`config.mk`:
```
export PLATFORM = sky130hd
export DESIGN_NAME = rate_monotonic_priority_assign_flat
export DESIGN_NICKNAME = d
export VERILOG_FILES = /design/src/rmpa_pkg.sv /design/src/rmpa_if.sv /design/src/rmpa_ram.sv /design/src/rmpa_div.sv /design/src/rate_monotonic_priority_assign.sv /design/src/flat_wrapper.sv
export SDC_FILE = /design/constraint.sdc
export NUM_CORES = 1
export LEC_CHECK = 0
export BUFFER_PORTS_ARGS = -buffer_cell sky130_fd_sc_hd__buf_4
export CAP_MARGIN = 10
export CORE_ASPECT_RATIO = 1.25
export CORE_UTILIZATION = 30
export CTS_CLUSTER_SIZE = 10
export DETAILED_ROUTE_END_ITERATION = 10
export HOLD_SLACK_MARGIN = 0.15
export SLEW_MARGIN = 15
export SYNTH_ARGS = -nofsm -noshare
export SYNTH_HDL_FRONTEND = slang
export SYNTH_HIERARCHICAL = 1
export SYNTH_SLANG_ARGS = --single-unit
```
`constraint.sdc`:
```
create_clock -name clk -period 11.7 [get_ports clk]
set_input_delay 0.585 -clock clk [delete_from_list [all_inputs] [get_ports clk]]
set_output_delay 0.585 -clock clk [all_outputs]
set_load 0.01 [all_outputs]
```
`src/rmpa_pkg.sv`:
```
// shared widths, constants and divider handshake types for the priority assignment block
`timescale 1ns / 1ps

package rmpa_pkg;

  // fixed field widths
  localparam int PERIOD_W = 16;
  localparam int COMP_W   = 16;
  localparam int UTIL_W   = 20;
  localparam int IDX_W    = 3;
  localparam int PRIO_W   = 4;

  // saturated utilization value
  localparam logic [UTIL_W-1:0] UTIL_MAX = '1;

  // default bound is 0.7 in fixed point
  localparam int BOUND_NUM = 7;
  localparam int BOUND_DEN = 10;

  // divider request
  typedef struct packed {
    logic                start;
    logic [COMP_W-1:0]   comp;
    logic [PERIOD_W-1:0] per;
  } div_req_t;

  // divider response
  typedef struct packed {
    logic              done;
    logic [UTIL_W-1:0] quot;
  } div_rsp_t;

endpackage

```
`src/rmpa_if.sv`:
```
// valid/ready channel interfaces for task, result and bound beats
`timescale 1ns / 1ps

interface rmpa_task_if import rmpa_pkg::*; ();
  logic                valid;
  logic                ready;
  logic [PERIOD_W-1:0] period;
  logic [COMP_W-1:0]   compute_time;
  logic                last;

  modport source (output valid, output period, output compute_time, output last,
                  input ready);
  modport sink (input valid, input period, input compute_time, input last,
                output ready);
endinterface

interface rmpa_res_if import rmpa_pkg::*; ();
  logic              valid;
  logic              ready;
  logic [IDX_W-1:0]  task_index;
  logic [PRIO_W-1:0] priority_res;
  logic              schedulable;
  logic [UTIL_W-1:0] utilization;
  logic              last_result;

  modport source (output valid, output task_index, output priority_res,
                  output schedulable, output utilization, output last_result,
                  input ready);
  modport sink (input valid, input task_index, input priority_res,
                input schedulable, input utilization, input last_result,
                output ready);
endinterface

interface rmpa_cfg_if import rmpa_pkg::*; ();
  logic              valid;
  logic              ready;
  logic [UTIL_W-1:0] utilization_bound;

  modport source (output valid, output utilization_bound, input ready);
  modport sink (input valid, input utilization_bound, output ready);
endinterface

```
`src/rmpa_ram.sv`:
```
// generic single write port ram with registered read
`timescale 1ns / 1ps

module rmpa_ram #(
  parameter int WIDTH = 16,
  parameter int DEPTH = 8
) (
  input  logic                                    clk,
  input  logic                                    we,
  input  logic [(DEPTH > 1 ? $clog2(DEPTH) : 1)-1:0] waddr,
  input  logic [WIDTH-1:0]                        wdata,
  input  logic [(DEPTH > 1 ? $clog2(DEPTH) : 1)-1:0] raddr,
  output logic [WIDTH-1:0]                        rdata
);

  logic [WIDTH-1:0] mem [DEPTH];

  // write port
  always_ff @(posedge clk) begin
    if (we) begin
      mem[waddr] <= wdata;
    end
  end

  // registered read port
  always_ff @(posedge clk) begin
    rdata <= mem[raddr];
  end

endmodule

```
`src/rmpa_div.sv`:
```
// restoring divider for the saturated fixed-point task load
`timescale 1ns / 1ps

module rmpa_div import rmpa_pkg::*; #(
  parameter int FRAC_BITS = 16
) (
  input  logic     clk,
  input  logic     rst,
  input  div_req_t req,
  output div_rsp_t rsp
);

  localparam int DW = COMP_W + FRAC_BITS;
  localparam int CW = $clog2(DW + 1);

  logic                busy;
  logic                done;
  logic [CW-1:0]       cnt;
  logic [DW-1:0]       dvd;
  logic [PERIOD_W-1:0] dsr;
  logic [PERIOD_W-1:0] rem;
  logic [UTIL_W-1:0]   quot;
  logic                ovf;

  logic [PERIOD_W:0]   rem_sh;
  logic [PERIOD_W:0]   diff;
  logic                ge;

  // one quotient bit per cycle
  always_comb begin
    rem_sh = {rem, dvd[DW-1]};
    diff   = rem_sh - {1'b0, dsr};
    ge     = rem_sh >= {1'b0, dsr};
  end

  // control
  always_ff @(posedge clk) begin
    if (rst) begin
      busy <= 1'b0;
      done <= 1'b0;
      cnt  <= '0;
    end else begin
      done <= busy && (cnt == CW'(1));
      if (req.start) begin
        busy <= 1'b1;
        cnt  <= CW'(DW);
      end else if (busy) begin
        cnt <= cnt - CW'(1);
        if (cnt == CW'(1)) begin
          busy <= 1'b0;
        end
      end
    end
  end

  // datapath, bits shifted past the result width mark saturation
  always_ff @(posedge clk) begin
    if (req.start) begin
      dvd  <= {req.comp, {FRAC_BITS{1'b0}}};
      dsr  <= req.per;
      rem  <= '0;
      quot <= '0;
      ovf  <= 1'b0;
    end else if (busy) begin
      dvd  <= {dvd[DW-2:0], 1'b0};
      rem  <= ge ? diff[PERIOD_W-1:0] : rem_sh[PERIOD_W-1:0];
      quot <= {quot[UTIL_W-2:0], ge};
      ovf  <= ovf | quot[UTIL_W-1];
    end
  end

  assign rsp.done = done;
  assign rsp.quot = ovf ? UTIL_MAX : quot;

endmodule

```
`src/rate_monotonic_priority_assign.sv`:
```
// top level: task set loading, utilization sum and dense rate-monotonic ranking
// load beat: the divider runs beside the duplicate sweep, and the beat ends when both are done
// a task past MAX_TASKS is dropped without a load; one task beat is taken at a time
// results: each result reads its own period, then sweeps with one ram read per stored period
// a new task beat is taken while the final result still waits in the output register
// reset: sum and count cleared, bound set to 0.7 in fixed point, period store left unwritten
`timescale 1ns / 1ps

module rate_monotonic_priority_assign import rmpa_pkg::*; #(
  parameter int MAX_TASKS = 8,
  parameter int FRAC_BITS = 16
) (
  input logic       clk,
  input logic       rst,
  rmpa_task_if.sink tasks,
  rmpa_res_if.source results,
  rmpa_cfg_if.sink  cfg
);

  localparam int AW    = (MAX_TASKS > 1) ? $clog2(MAX_TASKS) : 1;
  localparam int CNT_W = $clog2(MAX_TASKS + 1);
  localparam logic [UTIL_W-1:0] BOUND_RESET =
    UTIL_W'((64'(BOUND_NUM) << FRAC_BITS) / BOUND_DEN);

  typedef enum logic [5:0] {
    S_IDLE  = 6'b000001,
    S_LOAD  = 6'b000010,
    S_OREAD = 6'b000100,
    S_OCAP  = 6'b001000,
    S_SCAN  = 6'b010000,
    S_EMIT  = 6'b100000
  } state_t;

  state_t              state;
  logic [UTIL_W-1:0]   bound;
  logic [UTIL_W-1:0]   sum;
  logic [CNT_W-1:0]    count;
  logic [MAX_TASKS-1:0] first_flags;
  logic [PERIOD_W-1:0] cur_per;
  logic                cur_last;
  logic                dup;
  logic [CNT_W-1:0]    j;
  logic [AW-1:0]       jp;
  logic                rd_valid;
  logic [UTIL_W-1:0]   quot_hold;
  logic                qdone;
  logic                sched;
  logic [CNT_W-1:0]    i;
  logic [IDX_W-1:0]    oidx;
  logic [PERIOD_W-1:0] p_i;
  logic [PRIO_W-1:0]   rank;

  logic                res_valid;
  logic [IDX_W-1:0]    res_index;
  logic [PRIO_W-1:0]   res_prio;
  logic                res_sched;
  logic [UTIL_W-1:0]   res_util;
  logic                res_last;

  logic [UTIL_W:0]     sum_wide;
  logic [UTIL_W-1:0]   sum_next;
  logic                take_task;
  logic                count_full;
  logic                load_fin;
  logic                out_free;
  logic                final_res;

  div_req_t            div_req;
  div_rsp_t            div_rsp;

  logic                ram_we;
  logic [AW-1:0]       ram_raddr;
  logic [PERIOD_W-1:0] ram_rdata;

  // handshakes and shared decode
  assign tasks.ready = (state == S_IDLE);
  assign cfg.ready   = 1'b1;
  assign take_task   = tasks.valid && tasks.ready;
  assign count_full  = (count == CNT_W'(MAX_TASKS));
  assign load_fin    = (j == count) && !rd_valid && qdone;
  assign out_free    = !res_valid || results.ready;
  assign final_res   = (i + CNT_W'(1)) == count;

  // saturating utilization sum
  always_comb begin
    sum_wide = {1'b0, sum} + {1'b0, quot_hold};
    sum_next = sum_wide[UTIL_W] ? UTIL_MAX : sum_wide[UTIL_W-1:0];
  end

  // divider start on a stored task beat
  always_comb begin
    div_req.start = take_task && !count_full;
    div_req.comp  = tasks.compute_time;
    div_req.per   = tasks.period;
  end

  rmpa_div #(
    .FRAC_BITS (FRAC_BITS)
  ) u_div (
    .clk (clk),
    .rst (rst),
    .req (div_req),
    .rsp (div_rsp)
  );

  // period store write enable and read address
  always_comb begin
    ram_we    = (state == S_LOAD) && load_fin;
    ram_raddr = (state == S_OREAD) ? i[AW-1:0] : j[AW-1:0];
  end

  rmpa_ram #(
    .WIDTH (PERIOD_W),
    .DEPTH (MAX_TASKS)
  ) u_period_store (
    .clk   (clk),
    .we    (ram_we),
    .waddr (count[AW-1:0]),
    .wdata (cur_per),
    .raddr (ram_raddr),
    .rdata (ram_rdata)
  );

  // bound register
  always_ff @(posedge clk) begin
    if (rst) begin
      bound <= BOUND_RESET;
    end else if (cfg.valid && cfg.ready) begin
      bound <= cfg.utilization_bound;
    end
  end

  // sequencer: load, duplicate sweep, per-result rank sweep
  always_ff @(posedge clk) begin
    if (rst) begin
      state    <= S_IDLE;
      sum      <= '0;
      count    <= '0;
      qdone    <= 1'b0;
      rd_valid <= 1'b0;
    end else begin
      if (div_rsp.done) begin
        quot_hold <= div_rsp.quot;
        qdone     <= 1'b1;
      end
      unique case (state)
        S_IDLE: begin
          if (take_task) begin
            cur_per  <= tasks.period;
            cur_last <= tasks.last;
            if (count_full) begin
              // extra task dropped, a last flag still ends the set
              if (tasks.last) begin
                sched <= sum < bound;
                i     <= '0;
                oidx  <= '0;
                state <= S_OREAD;
              end
            end else begin
              j        <= '0;
              dup      <= 1'b0;
              rd_valid <= 1'b0;
              qdone    <= 1'b0;
              state    <= S_LOAD;
            end
          end
        end
        S_LOAD: begin
          // look for an earlier equal period while the divider runs
          rd_valid <= (j < count);
          if (j < count) begin
            j <= j + CNT_W'(1);
          end
          if (rd_valid && (ram_rdata == cur_per)) begin
            dup <= 1'b1;
          end
          if (load_fin) begin
            first_flags[count[AW-1:0]] <= !dup;
            sum   <= sum_next;
            count <= count + CNT_W'(1);
            if (cur_last) begin
              sched <= sum_next < bound;
              i     <= '0;
              oidx  <= '0;
              state <= S_OREAD;
            end else begin
              state <= S_IDLE;
            end
          end
        end
        S_OREAD: begin
          state <= S_OCAP;
        end
        S_OCAP: begin
          p_i      <= ram_rdata;
          rank     <= PRIO_W'(1);
          j        <= '0;
          rd_valid <= 1'b0;
          state    <= S_SCAN;
        end
        S_SCAN: begin
          // count distinct longer periods, first occurrence only
          rd_valid <= (j < count);
          jp       <= j[AW-1:0];
          if (j < count) begin
            j <= j + CNT_W'(1);
          end
          if (rd_valid && (ram_rdata > p_i) && first_flags[jp]) begin
            rank <= rank + PRIO_W'(1);
          end
          if ((j == count) && !rd_valid) begin
            state <= S_EMIT;
          end
        end
        S_EMIT: begin
          if (out_free) begin
            if (final_res) begin
              sum   <= '0;
              count <= '0;
              state <= S_IDLE;
            end else begin
              i     <= i + CNT_W'(1);
              oidx  <= oidx + IDX_W'(1);
              state <= S_OREAD;
            end
          end
        end
        default: begin
          state <= S_IDLE;
        end
      endcase
    end
  end

  // output register valid
  always_ff @(posedge clk) begin
    if (rst) begin
      res_valid <= 1'b0;
    end else if ((state == S_EMIT) && out_free) begin
      res_valid <= 1'b1;
    end else if (results.ready) begin
      res_valid <= 1'b0;
    end
  end

  // output register payload
  always_ff @(posedge clk) begin
    if ((state == S_EMIT) && out_free) begin
      res_index <= oidx;
      res_prio  <= sched ? rank : '0;
      res_sched <= sched;
      res_util  <= sum;
      res_last  <= final_res;
    end
  end

  assign results.valid        = res_valid;
  assign results.task_index   = res_index;
  assign results.priority_res = res_prio;
  assign results.schedulable  = res_sched;
  assign results.utilization  = res_util;
  assign results.last_result  = res_last;

endmodule
```
`src/flat_wrapper.sv`:
```
// flat-port wrapper written by rule: the top's interface ports become plain ports
module rate_monotonic_priority_assign_flat import rmpa_pkg::*;
#(
  parameter int MAX_TASKS = 8,
  parameter int FRAC_BITS = 16
)
  (clk, rst, tasks_valid, tasks_period, tasks_compute_time, tasks_last, tasks_ready, results_valid, results_task_index, results_priority_res, results_schedulable, results_utilization, results_last_result, results_ready, cfg_valid, cfg_utilization_bound, cfg_ready);
  rmpa_task_if tasks_i ();
  rmpa_res_if results_i ();
  rmpa_cfg_if cfg_i ();
  input logic clk;
  input logic rst;
  input wire logic [$bits(tasks_i.valid)-1:0] tasks_valid;
  input wire logic [$bits(tasks_i.period)-1:0] tasks_period;
  input wire logic [$bits(tasks_i.compute_time)-1:0] tasks_compute_time;
  input wire logic [$bits(tasks_i.last)-1:0] tasks_last;
  output wire logic [$bits(tasks_i.ready)-1:0] tasks_ready;
  output wire logic [$bits(results_i.valid)-1:0] results_valid;
  output wire logic [$bits(results_i.task_index)-1:0] results_task_index;
  output wire logic [$bits(results_i.priority_res)-1:0] results_priority_res;
  output wire logic [$bits(results_i.schedulable)-1:0] results_schedulable;
  output wire logic [$bits(results_i.utilization)-1:0] results_utilization;
  output wire logic [$bits(results_i.last_result)-1:0] results_last_result;
  input wire logic [$bits(results_i.ready)-1:0] results_ready;
  input wire logic [$bits(cfg_i.valid)-1:0] cfg_valid;
  input wire logic [$bits(cfg_i.utilization_bound)-1:0] cfg_utilization_bound;
  output wire logic [$bits(cfg_i.ready)-1:0] cfg_ready;
  assign tasks_i.valid = tasks_valid;
  assign tasks_i.period = tasks_period;
  assign tasks_i.compute_time = tasks_compute_time;
  assign tasks_i.last = tasks_last;
  assign tasks_ready = tasks_i.ready;
  assign results_valid = results_i.valid;
  assign results_task_index = results_i.task_index;
  assign results_priority_res = results_i.priority_res;
  assign results_schedulable = results_i.schedulable;
  assign results_utilization = results_i.utilization;
  assign results_last_result = results_i.last_result;
  assign results_i.ready = results_ready;
  assign cfg_i.valid = cfg_valid;
  assign cfg_i.utilization_bound = cfg_utilization_bound;
  assign cfg_ready = cfg_i.ready;
  rate_monotonic_priority_assign #(.MAX_TASKS(MAX_TASKS), .FRAC_BITS(FRAC_BITS)) u_core (.clk(clk), .rst(rst), .tasks(tasks_i), .results(results_i), .cfg(cfg_i));
endmodule
```
# == Yosys cells after proc, flatten, opt, wreduce, memory -nomap -nowiden ==
# Memories as Yosys holds them, arrays and structs flattened. A register that Yosys moved wholly into a read port is not among the register bits.
# Cells that the tools add are included.
# Widths: inputs -> output; s select.
# totals
ff_bits,240
latchBits,0
ram_bits,128
romBits,0
output_inout_bits,32
word_cells,188
memories,1
# memory_table
name,words,width,read_ports,rd_ports_with_merged_regs,write_ports,line_no,text
u_core.u_period_store.mem,8,16,1,1,1,rmpa_ram.sv:16,logic [WIDTH-1:0] mem [DEPTH];
# classes
addsub,8
n_mul,0
div,0
order_cmp,8
eq_ne,25
n_shift,0
muxes,73
bitwise_logic,2
n_reduce_logical,38
# op_table
op,n
$mux 20,4
$mux 32,2
$mux 4,14
$mux 6,8
$lt 20x20->1,2
$pmux 20 s2,1
$pmux 6 s6,1
$mux 3,10
$pmux 4 s3,2
$add 20x20->21,1
$mux 1,21
$ge 17x16->1,1
$add 4x1->4 const B,4
$eq 16x16->1,1
$gt 16x16->1,1
$mux 16,1
$pmux 4 s2,2
$sub 16x16->16,1
$reduce_and 5->1,3
$ne 2x1->1 const B,7
$eq 6x1->1 const B,2
$ne 2x2->1 const B,6
$reduce_and 3->1,4
$logic_and 1x1->1,11
30 further kinds,44

# == Longest topological paths before layout ==
# depth
word_depth,6
ltp_mapped,16

# == Hierarchy ==
# The synthesis kept the hierarchy.
# modules_own_cells
mod,instances,cells_per_inst,area_per_inst_um2
rate_monotonic_priority_assign,1,758,8585.7
rmpa_ram,1,214,5293.8
rmpa_div,1,414,4092.7

# == Worst setup path before layout ==
# OpenSTA, ideal clock, no wires.
# synth_timing
path_kind,register -> register
start,register u_core.quot_hold[0]
end,"register u_core.sched, data pin"
arrival_time_ns,3.630
path_slack_ns,7.804
stages_incl_launch_ff,17
path_buffers,1
period_less_slack_ns,3.896
path_cell_list,edfxtp_1 ha_1 fa_1 a211oi_2 o21ai_2 o2111a_2 o31a_4 a21oi_4 buf_12 nand2_2 ha_1 nand4_1 or2_2 nor4_1 nand4_1 nor3_1 o31ai_1
# synth_via
elab_chain_cells,6
# synth_rtl
item,line_no,text
start: declaration,rate_monotonic_priority_assign.sv:45,logic [UTIL_W-1:0] quot_hold;
start signal: assignment,rate_monotonic_priority_assign.sv:143,quot_hold <= div_rsp.quot;
$add 20x20->21,rate_monotonic_priority_assign.sv:86,"sum_wide = {1'b0, sum} + {1'b0, quot_hold};"
$mux 20,rate_monotonic_priority_assign.sv:87,sum_next = sum_wide[UTIL_W] ? UTIL_MAX : sum_wide[UTIL_W-1:0];
$lt 20x20->1,rate_monotonic_priority_assign.sv:182,sched <= sum_next < bound;
$mux 1,rate_monotonic_priority_assign.sv:181,if (cur_last) begin
$mux 1,rate_monotonic_priority_assign.sv:177,if (load_fin) begin
$pmux 1 s2,rate_monotonic_priority_assign.sv:146,unique case (state)
end signal: assignment,rate_monotonic_priority_assign.sv:154,sched <= sum < bound;
end signal: assignment,rate_monotonic_priority_assign.sv:182,
end: declaration,rate_monotonic_priority_assign.sv:47,logic sched;
# No other way between the ends. The select of a mux whose other input is x is not followed.
# A chain may end at the register's enable or synchronous reset.

# == Worst setup path after layout ==
# Same ends and word-level chain as after synthesis.

==> run_results.csv <==
group,metric,value,unit
global_route,grt_overflow,0,
clocking,tritoncts,"built",
placed_design,numPortBuffers,88,
final_layout,fin_area,20700,µm²
timing,fin_crit_sh,40.0,%
final_layout,antenna_cells,0,
clocking,cts_setup_buffers,0,
run_status,status,"completed",
final_layout,n_fill_cell,5604,
critical_path,cp-end-kind,"flop",
logic_synthesis,async_flop_share,0,%
logic_synthesis,synth_warnings,6,
logic_synthesis,synth_mux_area_share,8.88,%
final_layout,utilization,35.1,%
critical_path,cp.required,12.00,ns
worst_hold_path,worstHoldPathType,"primary input to flop",
global_route,grt_pass1_vias,11600,
logic_synthesis,syn_nets,1548,
global_route,busiest_layer,"met2",
critical_path,crit_type,"flop to flop",
global_route,grt_max_degree,46,
logic_synthesis,ys_ff_latch,384,
routing,route.detailed.drc,0,
placed_design,place_inst,2189,
global_route,grtUsageMet1,15.5,%
logic_synthesis,synth_compound_area_share,9.95,%
timing,post-route-min-period,4.68,ns
die,num_io_pins,90,
routing,via_count,11100,
power,pwr-share-seq,45.1,%
final_layout,area_growth,15.1,%
timing,maxSlewViolCount,0,
logic_synthesis,synth_edf_count,270,
clocking,cts.sinks,384,
clocking,cts_root_buf,"clkbuf_16",
timing,fin_skew,0.0246,ns
die,chipWidth,221,µm
timing,worstMarginPinSlew,1.11,ns
global_route,grt_pass1_wl,63.2,mm
final_layout,layout-drive-gt1-share,16.7,%
global_route,grtUsageMet3,2.38,%
logic_synthesis,avgSynthCellArea,13.0,µm²
critical_path,critPathLaunchType,"flop",
clocking,cts_buffer_depth,3,
logic_synthesis,ys_seq_area_share,57.8,%
clocking,clock_latency,0.57,ns
die,initial_core_util,30.5,%
logic_synthesis,synth_simple_gate_area_share,9.83,%
global_route,track_usage,13.2,%
logic_synthesis,ys.flop_type,"edfxtp_1",
logic_synthesis,synthCells,1386,
routing,post_drt_wl_per_cell,17.6,µm
power,intPower,2.75,mW
logic_synthesis,synthAdderAreaFrac,7.32,%
timing,hold_viol_final,0,
clocking,hold_buffers,0,
timing,setup_viol,0,
timing,setup_tns,0,ns
logic_synthesis,synthXorXnorAreaFrac,2.78,%
global_route,antenna_found_initial,0,
power,clock_power_share,32.6,%
placed_design,place_hpwl,27.8,mm
power,p_switching,1.15,mW
power,combinationalPowerShare,22.3,%
logic_synthesis,synth_cell_types,86,
final_layout,stdcell_count,2270,
final_layout,nets,1641,
power,ir_drop,0.000115,V
clocking,cts_resized,0,
timing,rsz0062_at_grt,"no",
power,p_sw_share,29.5,%
die,num_rows,99,
placed_design,globalplace.congestion,0.885,
routing,firstDrtPassIters,5,
die,die_area,60900,µm²
global_route,gr-usage-met2,23.7,%
routing,wirelength,39.9,mm
routing,ant_nets,0,
power,p_leak,7.80,nW
placed_design,dpl_cell_area,19400,µm²
timing,hold_slack,0.209,ns
clocking,cts_inserted_buffers,45,
routing,dr.first_iter.drc_count,652,
clocking,cts.htree.levels,2,
timing,fmax,214,MHz
routing,vias_per_cell,4.90,
timing,maxSlewHeadroom,25.8,%
logic_synthesis,synth_top_family_by_area,"compound AO/OA/AOI/OAI gates",
critical_path,arrival,4.98,ns
die,core_area,58800,µm²
clocking,clk_pin_slew,0.05,ns
flow_run,cap_viol_max_count,0,
die,die_y,276,µm
power,powerDensity,189,nW/µm²
logic_synthesis,synthesis.area,18000,µm²
critical_path,path_max_fanout,17,
-- area by class of cell --
class	count	area [µm²]	share of cell area [%]
clock buffers	78	1290	6.24
clock inverters	3	27.5	0.133
inverters	71	267	1.29
multi-input cells	874	6980	33.8
flip-flops and latches	384	10400	50.3
well taps	757	947	4.58
repair buffers	103	773	3.74
-- sequential cells by signal (all words and copies together), names as in the netlist, 6 cells and up --
| signal | cells |
|---|---|
| u_core/bound | 20 |
| u_core/sum | 20 |
| u_core/u_div/rem | 16 |
| u_core/u_period_store/mem | 128 |
| u_core/state | 6 |
| u_core/u_div/cnt | 6 |
| u_core/u_div/dsr | 16 |
| u_core/u_div/quot | 20 |
| u_core/results.utilization | 20 |
| u_core/first_flags | 8 |
| u_core/quot_hold | 20 |
| u_core/u_period_store/rdata | 16 |
| u_core/cur_per | 16 |
| u_core/u_div/dvd | 16 |
| u_core/p_i | 16 |
-- worst max-delay path: stages, from the launching register on --
cell and delay, ns:
edfxtp_1 0.37, ha_1 0.22, fa_1 0.45, a211oi_2 0.26, o21ai_2 0.12, o2111a_2 0.31, o31a_4 0.32, a21oi_4 0.53
o21ai_1 0.23, ha_1 0.35, nand4_1 0.12, or2_2 0.34, nor4_1 0.35, nand4_1 0.16, nor3_1 0.17, o31ai_1 0.10
-- power by group through the flow --
| stage | registers [mW] | logic [mW] | clock network (mW) |
|---|---|---|---|
| finish | 1.76 | 0.870 | 1.27 |
| detailed placement | 1.79 | 0.869 | 0 |
| global route | 1.78 | 0.968 | 1.36 |
| CTS | 1.76 | 0.876 | 1.31 |
| global placement | 1.79 | 0.859 | 0 |
| floorplan | 1.73 | 0.716 | 0 |
-- synth_stat cells, types with 29 or more instances --
library cell | instances | area (µm²)
mux2i_1 | 32 | 320
o21ai_0 | 33 | 165
edfxtp_1 | 270 | 8110
xnor2_1 | 40 | 350
inv_1 | 71 | 267
ha_1 | 102 | 1280
nand2_1 | 78 | 293
o211ai_1 | 30 | 225
dfxtp_1 | 114 | 2280
nor2_1 | 110 | 413
mux2_2 | 36 | 405
a21oi_1 | 58 | 290
nor3_1 | 29 | 145
-- routing by layer --
metal / wire length (µm) / up-vias / part of all wire [%]
li1: - / 5404 / -
met1: 17100 / 5431 / 43
met2: 20000 / 210 / 50
met3: 1460 / 74 / 3.7
met4: 1370 / 0 / 3.4
met5: 0 / - / 0
-- metrics by stage --
stage | setup slack [ns] | total power, mW
after floorplan | 7.80 | 2.44
after global placement | 7.22 | 2.64
after detailed placement | 7.04 | 2.66
after CTS | 7.01 | 3.95
after global routing | 6.85 | 4.11
final | 7.02 | 3.91
-- layout by cell type (no fill, tap or decap), types with 17 or more instances in the layout --
cell type	instances
o211ai_1	30
mux4_1	28
nand2_1	78
dfxtp_1	113
mux2_2	36
a22o_1	20
mux2i_1	32
ha_1	102
nand3_1	19
xnor2_1	40
inv_1	71
a21o_1	17
xor2_1	17
edfxtp_1	270
nor3_1	27
or2_2	23
nor2_1	110
o21ai_0	33
clkbuf_1	30
clkbuf_16	46
buf_4	103
a21oi_1	58
-- path summary, 6_finish.rpt --
| check | startpoint | slack, ns | end | cells after the start |
|---|---|---|---|---|
| hold reg to reg | u_core/oidx[1]$_SDFFCE_PN0P_ | 0.47 | u_core/results.task_index[1]$_DFFE_PP_ | 0 |
| setup / recovery | u_core/quot_hold[0]$_DFFE_PP_ | 7.02 | u_core/sched$_DFFE_PP_ | 15 |
| setup reg to reg | u_core/quot_hold[0]$_DFFE_PP_ | 7.02 | u_core/sched$_DFFE_PP_ | 15 |
| hold / removal | tasks_period[9] | 0.21 | u_core/u_div/dsr[9]$_DFFE_PP_ | 1 |
-- kinds of logic (layout without fill, tap and decap cells) --
group,count (synthesis),count (layout)
AOI/OAI and AO/OA,252,252
muxes,102,102
buffers and inverters,128,255
adders and majority gates,104,104
other,1,1
xor gates and xnor gates,57,57
and+or+nand+nor,358,358
DFF,384,384
Note: power is estimated with default switching activity, not from simulation.
